==> config.mk <==
export PLATFORM = sky130hd
export DESIGN_NAME = intel_hex_record_parser
export DESIGN_NICKNAME = d
export VERILOG_FILES = /design/src/rtl/ihex_pkg.sv /design/src/rtl/ihex_front.sv /design/src/rtl/ihex_back.sv /design/src/rtl/intel_hex_record_parser.sv
export SDC_FILE = /design/constraint.sdc
export NUM_CORES = 1
export LEC_CHECK = 0
export ABC_AREA = 1
export BUFFER_PORTS_ARGS = -buffer_cell sky130_fd_sc_hd__buf_2
export CORE_MARGIN = 2
export CORE_UTILIZATION = 25
export CTS_CLUSTER_SIZE = 30
export DETAILED_ROUTE_END_ITERATION = 6
export PLACE_DENSITY = 0.41
export SLEW_MARGIN = 15
export SYNTH_ARGS = -nofsm -noshare
export SYNTH_HDL_FRONTEND = slang
export SYNTH_SLANG_ARGS = --single-unit
==> constraint.sdc <==
create_clock -name clk -period 9.4 [get_ports clk]
set_input_delay 0.94 -clock clk [delete_from_list [all_inputs] [get_ports clk]]
set_output_delay 0.94 -clock clk [all_outputs]
set_load 0.05 [all_outputs]
==> src/rtl/ihex_pkg.sv <==
`default_nettype none
package ihex_pkg;

  localparam int CHAR_W  = 8;
  localparam int KIND_W  = 2;
  localparam int WADDR_W = 16;
  localparam int WDATA_W = 8;
  localparam int FLASH_W = 17;
  // start address plus byte index stays below 2^17
  localparam int SUM_W   = 17;

  localparam logic [CHAR_W-1:0]  CHAR_COLON   = 8'h3A;
  localparam logic [CHAR_W-1:0]  CHAR_NEWLINE = 8'h0A;
  localparam logic [FLASH_W-1:0] FLASH_RESET  = 17'h10000;
  localparam logic [7:0]         TYPE_EOF     = 8'h01;

  typedef enum logic [KIND_W-1:0] {
    KIND_WRITE     = 2'd0,
    KIND_END       = 2'd1,
    KIND_TOO_LONG  = 2'd2,
    KIND_OUT_RANGE = 2'd3
  } kind_t;

  // one classified character
  typedef struct packed {
    logic       is_newline;
    logic       is_colon;
    logic [3:0] nibble;
  } char_class_t;

  // handshake between the front and the back
  typedef struct packed {
    logic        valid;
    char_class_t item;
  } front_out_t;

  typedef struct packed {
    kind_t               kind;
    logic [WADDR_W-1:0]  write_address;
    logic [WDATA_W-1:0]  write_data;
  } result_t;

  // A-F and a-f give 10-15, any other character its low four bits
  function automatic char_class_t classify(input logic [CHAR_W-1:0] c);
    char_class_t r;
    logic        is_hex_letter;
    is_hex_letter = ((c >= 8'h41) && (c <= 8'h46)) || ((c >= 8'h61) && (c <= 8'h66));
    r.is_newline  = (c == CHAR_NEWLINE);
    r.is_colon    = (c == CHAR_COLON);
    r.nibble      = is_hex_letter ? (c[3:0] + 4'd9) : c[3:0];
    return r;
  endfunction

endpackage
`default_nettype wire

==> src/rtl/ihex_front.sv <==
`default_nettype none
module ihex_front
  import ihex_pkg::*;
(
  input  wire logic              clk,
  input  wire logic              rst_n,
  input  wire logic              in_push,
  output logic                   in_full,
  input  wire logic [CHAR_W-1:0] in_text_char,
  output front_out_t             front_out,
  input  wire logic              front_take
);

  // two-entry queue of classified characters
  char_class_t q_r [2];
  logic        wr_ptr_r, wr_ptr_nxt;
  logic        rd_ptr_r, rd_ptr_nxt;
  logic [1:0]  count_r, count_nxt;
  logic        push, pop;

  assign in_full = (count_r == 2'd2);
  assign push    = in_push && !in_full;
  assign pop     = front_take && (count_r != 2'd0);

  assign front_out.valid = (count_r != 2'd0);
  assign front_out.item  = q_r[rd_ptr_r];

  always_comb begin
    wr_ptr_nxt = push ? ~wr_ptr_r : wr_ptr_r;
    rd_ptr_nxt = pop ? ~rd_ptr_r : rd_ptr_r;
    count_nxt  = count_r;
    if (push && !pop) begin
      count_nxt = count_r + 2'd1;
    end else if (pop && !push) begin
      count_nxt = count_r - 2'd1;
    end
  end

  always_ff @(posedge clk) begin
    if (!rst_n) begin
      wr_ptr_r <= 1'b0;
      rd_ptr_r <= 1'b0;
      count_r  <= 2'd0;
    end else begin
      wr_ptr_r <= wr_ptr_nxt;
      rd_ptr_r <= rd_ptr_nxt;
      count_r  <= count_nxt;
    end
  end

  always_ff @(posedge clk) begin
    if (push) begin
      q_r[wr_ptr_r] <= classify(in_text_char);
    end
  end

endmodule
`default_nettype wire

==> src/rtl/ihex_back.sv <==
`default_nettype none
module ihex_back
  import ihex_pkg::*;
#(
  parameter int MAX_RECORD_BYTES = 16,
  parameter int ADDRESS_BITS     = 16
) (
  input  wire logic               clk,
  input  wire logic               rst_n,
  input  wire logic               cfg_valid,
  input  wire logic [FLASH_W-1:0] cfg_flash_bytes,
  input  wire front_out_t         front_out,
  output logic                    front_take,
  output logic                    out_empty,
  input  wire logic               out_pop,
  output result_t                 out_result
);

  localparam int LEN_W = $clog2(MAX_RECORD_BYTES + 1);
  localparam logic [WADDR_W-1:0] ADDR_MASK =
    WADDR_W'((32'd1 << ADDRESS_BITS) - 32'd1);
  localparam logic [7:0] MAX_LEN = 8'(MAX_RECORD_BYTES);

  typedef enum logic [6:0] {
    PH_IDLE   = 7'b0000001,
    PH_SKIP   = 7'b0000010,
    PH_HEADER = 7'b0000100,
    PH_DATA   = 7'b0001000,
    PH_TAIL   = 7'b0010000,
    PH_DONE   = 7'b0100000,
    PH_ERROR  = 7'b1000000
  } phase_t;

  phase_t               phase_r, phase_nxt;
  logic [2:0]           pos_r, pos_nxt;
  logic [3:0]           hi_r, hi_nxt;
  logic [LEN_W-1:0]     len_r, len_nxt;
  logic [WADDR_W-1:0]   base_r, base_nxt;
  logic [LEN_W-1:0]     idx_r, idx_nxt;
  logic [FLASH_W-1:0]   flash_r;

  logic                 res_fire;
  result_t              res;
  logic [7:0]           byte_val;
  logic [WADDR_W-1:0]   start_addr;
  logic [SUM_W-1:0]     data_addr;
  char_class_t          ch;

  // result queue
  result_t              rq_r [2];
  logic                 rq_wr_r, rq_rd_r;
  logic [1:0]           rq_count_r, rq_count_nxt;
  logic                 rq_pop;

  assign rq_pop     = out_pop && (rq_count_r != 2'd0);
  assign out_empty  = (rq_count_r == 2'd0);
  assign out_result = rq_r[rq_rd_r];

  // take a character whenever one result can be stored
  assign front_take = front_out.valid && ((rq_count_r != 2'd2) || rq_pop);
  assign ch         = front_out.item;
  assign byte_val   = {hi_r, ch.nibble};
  assign start_addr = {base_r[15:8], byte_val} & ADDR_MASK;
  assign data_addr  = SUM_W'(base_r) + SUM_W'(idx_r);

  always_comb begin
    phase_nxt = phase_r;
    pos_nxt   = pos_r;
    hi_nxt    = hi_r;
    len_nxt   = len_r;
    base_nxt  = base_r;
    idx_nxt   = idx_r;
    res_fire  = 1'b0;
    res.kind          = KIND_WRITE;
    res.write_address = '0;
    res.write_data    = '0;
    if (front_take && (phase_r != PH_DONE) && (phase_r != PH_ERROR)) begin
      if (ch.is_newline) begin
        phase_nxt = PH_IDLE;
      end else begin
        unique case (phase_r)
          PH_IDLE: begin
            if (ch.is_colon) begin
              phase_nxt = PH_HEADER;
              pos_nxt   = 3'd0;
            end else begin
              phase_nxt = PH_SKIP;
            end
          end
          PH_HEADER: begin
            if (!pos_r[0]) begin
              hi_nxt  = ch.nibble;
              pos_nxt = pos_r + 3'd1;
            end else begin
              unique case (pos_r[2:1])
                2'd0: begin
                  if (byte_val > MAX_LEN) begin
                    phase_nxt = PH_ERROR;
                    res_fire  = 1'b1;
                    res.kind  = KIND_TOO_LONG;
                  end else begin
                    len_nxt = byte_val[LEN_W-1:0];
                    pos_nxt = pos_r + 3'd1;
                  end
                end
                2'd1: begin
                  base_nxt = {byte_val, 8'h00};
                  pos_nxt  = pos_r + 3'd1;
                end
                2'd2: begin
                  base_nxt = start_addr;
                  if ({1'b0, start_addr} >= flash_r) begin
                    phase_nxt         = PH_ERROR;
                    res_fire          = 1'b1;
                    res.kind          = KIND_OUT_RANGE;
                    res.write_address = start_addr;
                  end else begin
                    pos_nxt = pos_r + 3'd1;
                  end
                end
                default: begin
                  if (byte_val == TYPE_EOF) begin
                    phase_nxt         = PH_DONE;
                    res_fire          = 1'b1;
                    res.kind          = KIND_END;
                    res.write_address = base_r;
                  end else begin
                    idx_nxt   = '0;
                    pos_nxt   = 3'd0;
                    phase_nxt = (len_r == '0) ? PH_TAIL : PH_DATA;
                  end
                end
              endcase
            end
          end
          PH_DATA: begin
            if (!pos_r[0]) begin
              hi_nxt  = ch.nibble;
              pos_nxt = 3'd1;
            end else begin
              pos_nxt           = 3'd0;
              res_fire          = 1'b1;
              res.write_address = data_addr[WADDR_W-1:0];
              if (data_addr >= flash_r) begin
                phase_nxt = PH_ERROR;
                res.kind  = KIND_OUT_RANGE;
              end else begin
                res.kind       = KIND_WRITE;
                res.write_data = byte_val;
                idx_nxt        = idx_r + LEN_W'(1);
                if ((LEN_W + 1)'(idx_r) + (LEN_W + 1)'(1) >= {1'b0, len_r}) begin
                  phase_nxt = PH_TAIL;
                end
              end
            end
          end
          default: begin
            // skip and tail drop characters up to the newline
          end
        endcase
      end
    end
  end

  always_comb begin
    rq_count_nxt = rq_count_r;
    if (res_fire && !rq_pop) begin
      rq_count_nxt = rq_count_r + 2'd1;
    end else if (rq_pop && !res_fire) begin
      rq_count_nxt = rq_count_r - 2'd1;
    end
  end

  always_ff @(posedge clk) begin
    if (!rst_n) begin
      phase_r    <= PH_IDLE;
      pos_r      <= '0;
      hi_r       <= '0;
      len_r      <= '0;
      base_r     <= '0;
      idx_r      <= '0;
      flash_r    <= FLASH_RESET;
      rq_wr_r    <= 1'b0;
      rq_rd_r    <= 1'b0;
      rq_count_r <= 2'd0;
    end else begin
      phase_r    <= phase_nxt;
      pos_r      <= pos_nxt;
      hi_r       <= hi_nxt;
      len_r      <= len_nxt;
      base_r     <= base_nxt;
      idx_r      <= idx_nxt;
      rq_count_r <= rq_count_nxt;
      if (cfg_valid) begin
        flash_r <= cfg_flash_bytes;
      end
      if (res_fire) begin
        rq_wr_r <= ~rq_wr_r;
      end
      if (rq_pop) begin
        rq_rd_r <= ~rq_rd_r;
      end
    end
  end

  always_ff @(posedge clk) begin
    if (res_fire) begin
      rq_r[rq_wr_r] <= res;
    end
  end

endmodule
`default_nettype wire

==> src/rtl/intel_hex_record_parser.sv <==
`default_nettype none
// Intel HEX record parser. Push one text character per cycle; the block
// sustains one character per clock while in_full is low, since each
// character needs a single state update in the back-end parser. A
// character is classified (newline, colon, hex nibble) by the front end
// and queued in a two-entry buffer; the back end then advances the record
// state machine and drops any result into a two-entry result queue that
// drives out_empty. Each character yields zero or one result:
// a data write, an end-of-file marker, a record-too-long error or an
// address-out-of-range error. After an end record or any error the parser
// goes quiet and swallows every further character until reset. The flash
// size register resets to 65536 and is written through cfg_valid/cfg_ready
// (always ready); write it only while no beat is in flight.
module intel_hex_record_parser
  import ihex_pkg::*;
#(
  parameter int MAX_RECORD_BYTES = 16,
  parameter int ADDRESS_BITS     = 16
) (
  input  wire logic               clk,
  input  wire logic               rst_n,
  // configuration channel
  input  wire logic               cfg_valid,
  output logic                    cfg_ready,
  input  wire logic [FLASH_W-1:0] cfg_flash_bytes,
  // character input queue
  input  wire logic               in_push,
  output logic                    in_full,
  input  wire logic [CHAR_W-1:0]  in_text_char,
  // result output queue
  output logic                    out_empty,
  input  wire logic               out_pop,
  output logic [KIND_W-1:0]       out_kind,
  output logic [WADDR_W-1:0]      out_write_address,
  output logic [WDATA_W-1:0]      out_write_data
);

  front_out_t front_out;
  logic       front_take;
  result_t    out_result;

  // register writes go straight into the flash size register, so never stall them
  assign cfg_ready = 1'b1;

  ihex_front u_front (
    .clk          (clk),
    .rst_n        (rst_n),
    .in_push      (in_push),
    .in_full      (in_full),
    .in_text_char (in_text_char),
    .front_out    (front_out),
    .front_take   (front_take)
  );

  ihex_back #(
    .MAX_RECORD_BYTES (MAX_RECORD_BYTES),
    .ADDRESS_BITS     (ADDRESS_BITS)
  ) u_back (
    .clk             (clk),
    .rst_n           (rst_n),
    .cfg_valid       (cfg_valid),
    .cfg_flash_bytes (cfg_flash_bytes),
    .front_out       (front_out),
    .front_take      (front_take),
    .out_empty       (out_empty),
    .out_pop         (out_pop),
    .out_result      (out_result)
  );

  // unpack the oldest waiting result beat
  assign out_kind          = out_result.kind;
  assign out_write_address = out_result.write_address;
  assign out_write_data    = out_result.write_data;

endmodule
`default_nettype wire

==> results.ini <==
[timing]
slew_headroom = 0.2041
fmax_ghz = 0.2243
finalMaxSlewViolations = 0
fin_crit_ns = 4.459
fin_crit_sh = 0.4744
setup_viol = 0
hold_viol = 0
fin_worst_skew_ns = 0.01046
worst_pin_slew_ns = 1.181
rsz0062_at_grt = no
setup_tns_ns = 0

[clock_network]
clockBufferDepth = 2
clk-insertion-delay-late_ns = 0.42
clock_sinks = 131
htreeDepth = 4
cts_tree = done
cts_hold_buf = 0
cts_made_buffers = 17
cts_resized = 0
post-cts-setup-buffers = 0
clkTransAtPathRegs_ns = 0.06
clockRootBuffer = clkbuf_16

[worst_setup_path]
critPathKind = reg2reg
worst_setup_path_start_kind = flip-flop
end_kind = flip-flop
critPathArrivalTime_ns = 4.77
worstPathMaxFanout = 11
required_ns = 9.71

[drt]
drc_errors = 0
routedWlPerCell_um = 14.88
viasPerCell = 4.397
dr_total_vias = 6186
drt_iter0_markers = 406
routed_wl_um = 20940
dr.pass1.iters = 5
postRouteAntennaNets = 0

[finish]
syn_to_final_growth_pct = 17.21
diodes = 0
drive_gt1_frac = 0.1465
final_net_count = 1090
utilization = 0.2988
fillers = 3186

[synth]
synth_area_sq_um = 7575
synth_ff_type = dfxtp_1
ys_seq_elements = 131
ys_seq_area_frac = 0.4308
synth-edff-count = 64
syn_area_per_cell_sq_um = 8.024
yosysWarningCount = 0
syn_inst = 944
yosysMostFrequentCell = nand2_1
yosysTopAreaCell = edfxtp_1
synth_nets = 1030
netlist_top_cells_area = edfxtp_1 25%, dfxtp_1 18%, nand2_1 9.6%, ha_1 9.1%, inv_1 6.9%
synth_top_area_share = 0.2537
ys_types = 45
synthTopCellsByCount = 193 x nand2_1, 140 x inv_1, 96 x nor2_1, 95 x a21oi_1, 67 x dfxtp_1
ys_async_sr_fraction = 0

[placement]
io_buffers = 57
hpwl_um = 15660
finalWeightedCongestion = 0.8585

[floorplanning]
die-area_sq_um = 31710
dieHeight_um = 178.1
start_util = 0.2549
die_x_um = 178.1
core_sq_um = 29720
row_count = 63
pin_count = 59

[status]
status = finished clean

[global_route]
antenna_found_initial = 0
grt_pass1_wl_um = 32830
grt_pass1_vias = 5809
grt_max_degree = 56
track_usage = 0.1365
grt_remaining_overflow = 0

[power]
cellLeakagePower_nw = 3.645
max-vdd-ir-drop_mv = 0.1173
power.density_nw_per_um2 = 201.1

[job]
max_cap_violations = 0

[worst_hold_path]
min-delay-path-class = reg2reg

[layout make-up]
class	count	area, sq um	area share
Clock buffer	17	425.4	0.04791
Clock inverter	15	171.4	0.01931
Inverter	147	554.3	0.06243
Multi-Input combinational cell	646	3661	0.4123
Sequential cell	131	3263	0.3675
Tap cell	390	488.0	0.05496
Timing Repair Buffer	61	315.3	0.03551
[report_power, final]
group          internal [W]  leakage, nW  switching [W]  total (W)
Combinational      0.000130         2.32       0.000308   0.000438
Clock              0.000397        0.284       0.000277   0.000674
Sequential         0.000639         1.04      0.0000348   0.000673
[metal layers]
metal	track usage	share of wire
met5	0	0
met4	0.04645	0.018
met3	0.02408	0.039
met2	0.2125	0.44
met1	0.1900	0.50
[final timing paths]
kind                               end  slack (ns)      startpoint  cells after the start
setup / recovery  u_back.rq_count_r[1]        4.94       flip-flop                     18
hold / removal          u_back.rq_rd_r        0.45  u_back.rq_rd_r                      1
setup reg to reg  u_back.rq_count_r[1]        4.94       flip-flop                     18
hold reg to reg         u_back.rq_rd_r        0.45  u_back.rq_rd_r                      1
[through the flow]
| step | hold slack, ns | setup WS [ns] | area (sq um) | power (W) | instances |
|---|---|---|---|---|---|
| after floorplan | 0.4258 | 5.983 | 7575 | 0.001012 | 944 |
| after global placement | 0.4353 | 4.938 | 8282 | 0.001131 | 1375 |
| after detailed placement | 0.4435 | 4.981 | 8282 | 0.001128 | 1375 |
| after CTS | 0.4503 | 4.962 | 8879 | 0.001809 | 1407 |
| after global routing | 0.4633 | 4.587 | 8879 | 0.001901 | 1407 |
| final | 0.4492 | 4.941 | 8879 | 0.001785 | 1407 |
[worst max-delay path: stages (launching register included)]
cell and delay (ns):
dfxtp_1 0.40, o21ai_0 0.96, inv_1 0.37, ha_1 0.41, nand2_1 0.06, nor2_1 0.11, nand2_1 0.07, nor2_1 0.10
nand2_1 0.07, nand4_1 0.22, nand3_1 0.41, nand4_1 0.23, nand2_1 0.11, inv_2 0.11, ha_1 0.26, a21oi_1 0.11
o21ai_0 0.12, o21ai_0 0.17, a21oi_1 0.05
[logic make-up (layout without fill, tap and decap cells)]
logic type / after synthesis / in the layout / synth area share
DFF: 131 / 131 / 0.4308
other: 1 / 1 / 0.0004951
muxes: 26 / 26 / 0.03865
AOI/OAI and AO/OA: 171 / 171 / 0.1173
adders and majority gates: 56 / 56 / 0.09349
buffers and inverters: 167 / 240 / 0.08622
xor gates and xnor gates: 13 / 13 / 0.01503
and+or+nand+nor: 379 / 379 / 0.2180
[sequential cells by signal (all words and copies together) (netlist names), 3 cells and up, named ones only]
name and cells:
u_back.len_r 5, u_front.q_r 12, u_back.idx_r 5, u_back.pos_r 3, u_back.phase_r 7, u_back.hi_r 4, u_back.rq_r 52, u_back.base_r 16
u_back.flash_r 17
[placed cells by master, fill, tap and decap left out, types with 4 or more instances in the layout]
| cell | n |
|---|---|
| nand2_1 | 193 |
| o21ai_0 | 58 |
| nor3_1 | 11 |
| a21oi_1 | 95 |
| clkinv_4 | 4 |
| buf_4 | 4 |
| nand2_2 | 8 |
| dfxtp_1 | 67 |
| nor2_1 | 95 |
| nand3_1 | 37 |
| nand4_1 | 13 |
| buf_2 | 57 |
| o22ai_1 | 8 |
| inv_2 | 5 |
| edfxtp_1 | 64 |
| xor2_1 | 10 |
| clkbuf_16 | 17 |
| mux2_2 | 26 |
| ha_1 | 55 |
| inv_1 | 140 |
No activity file was read; power rests on OpenSTA's default activity.
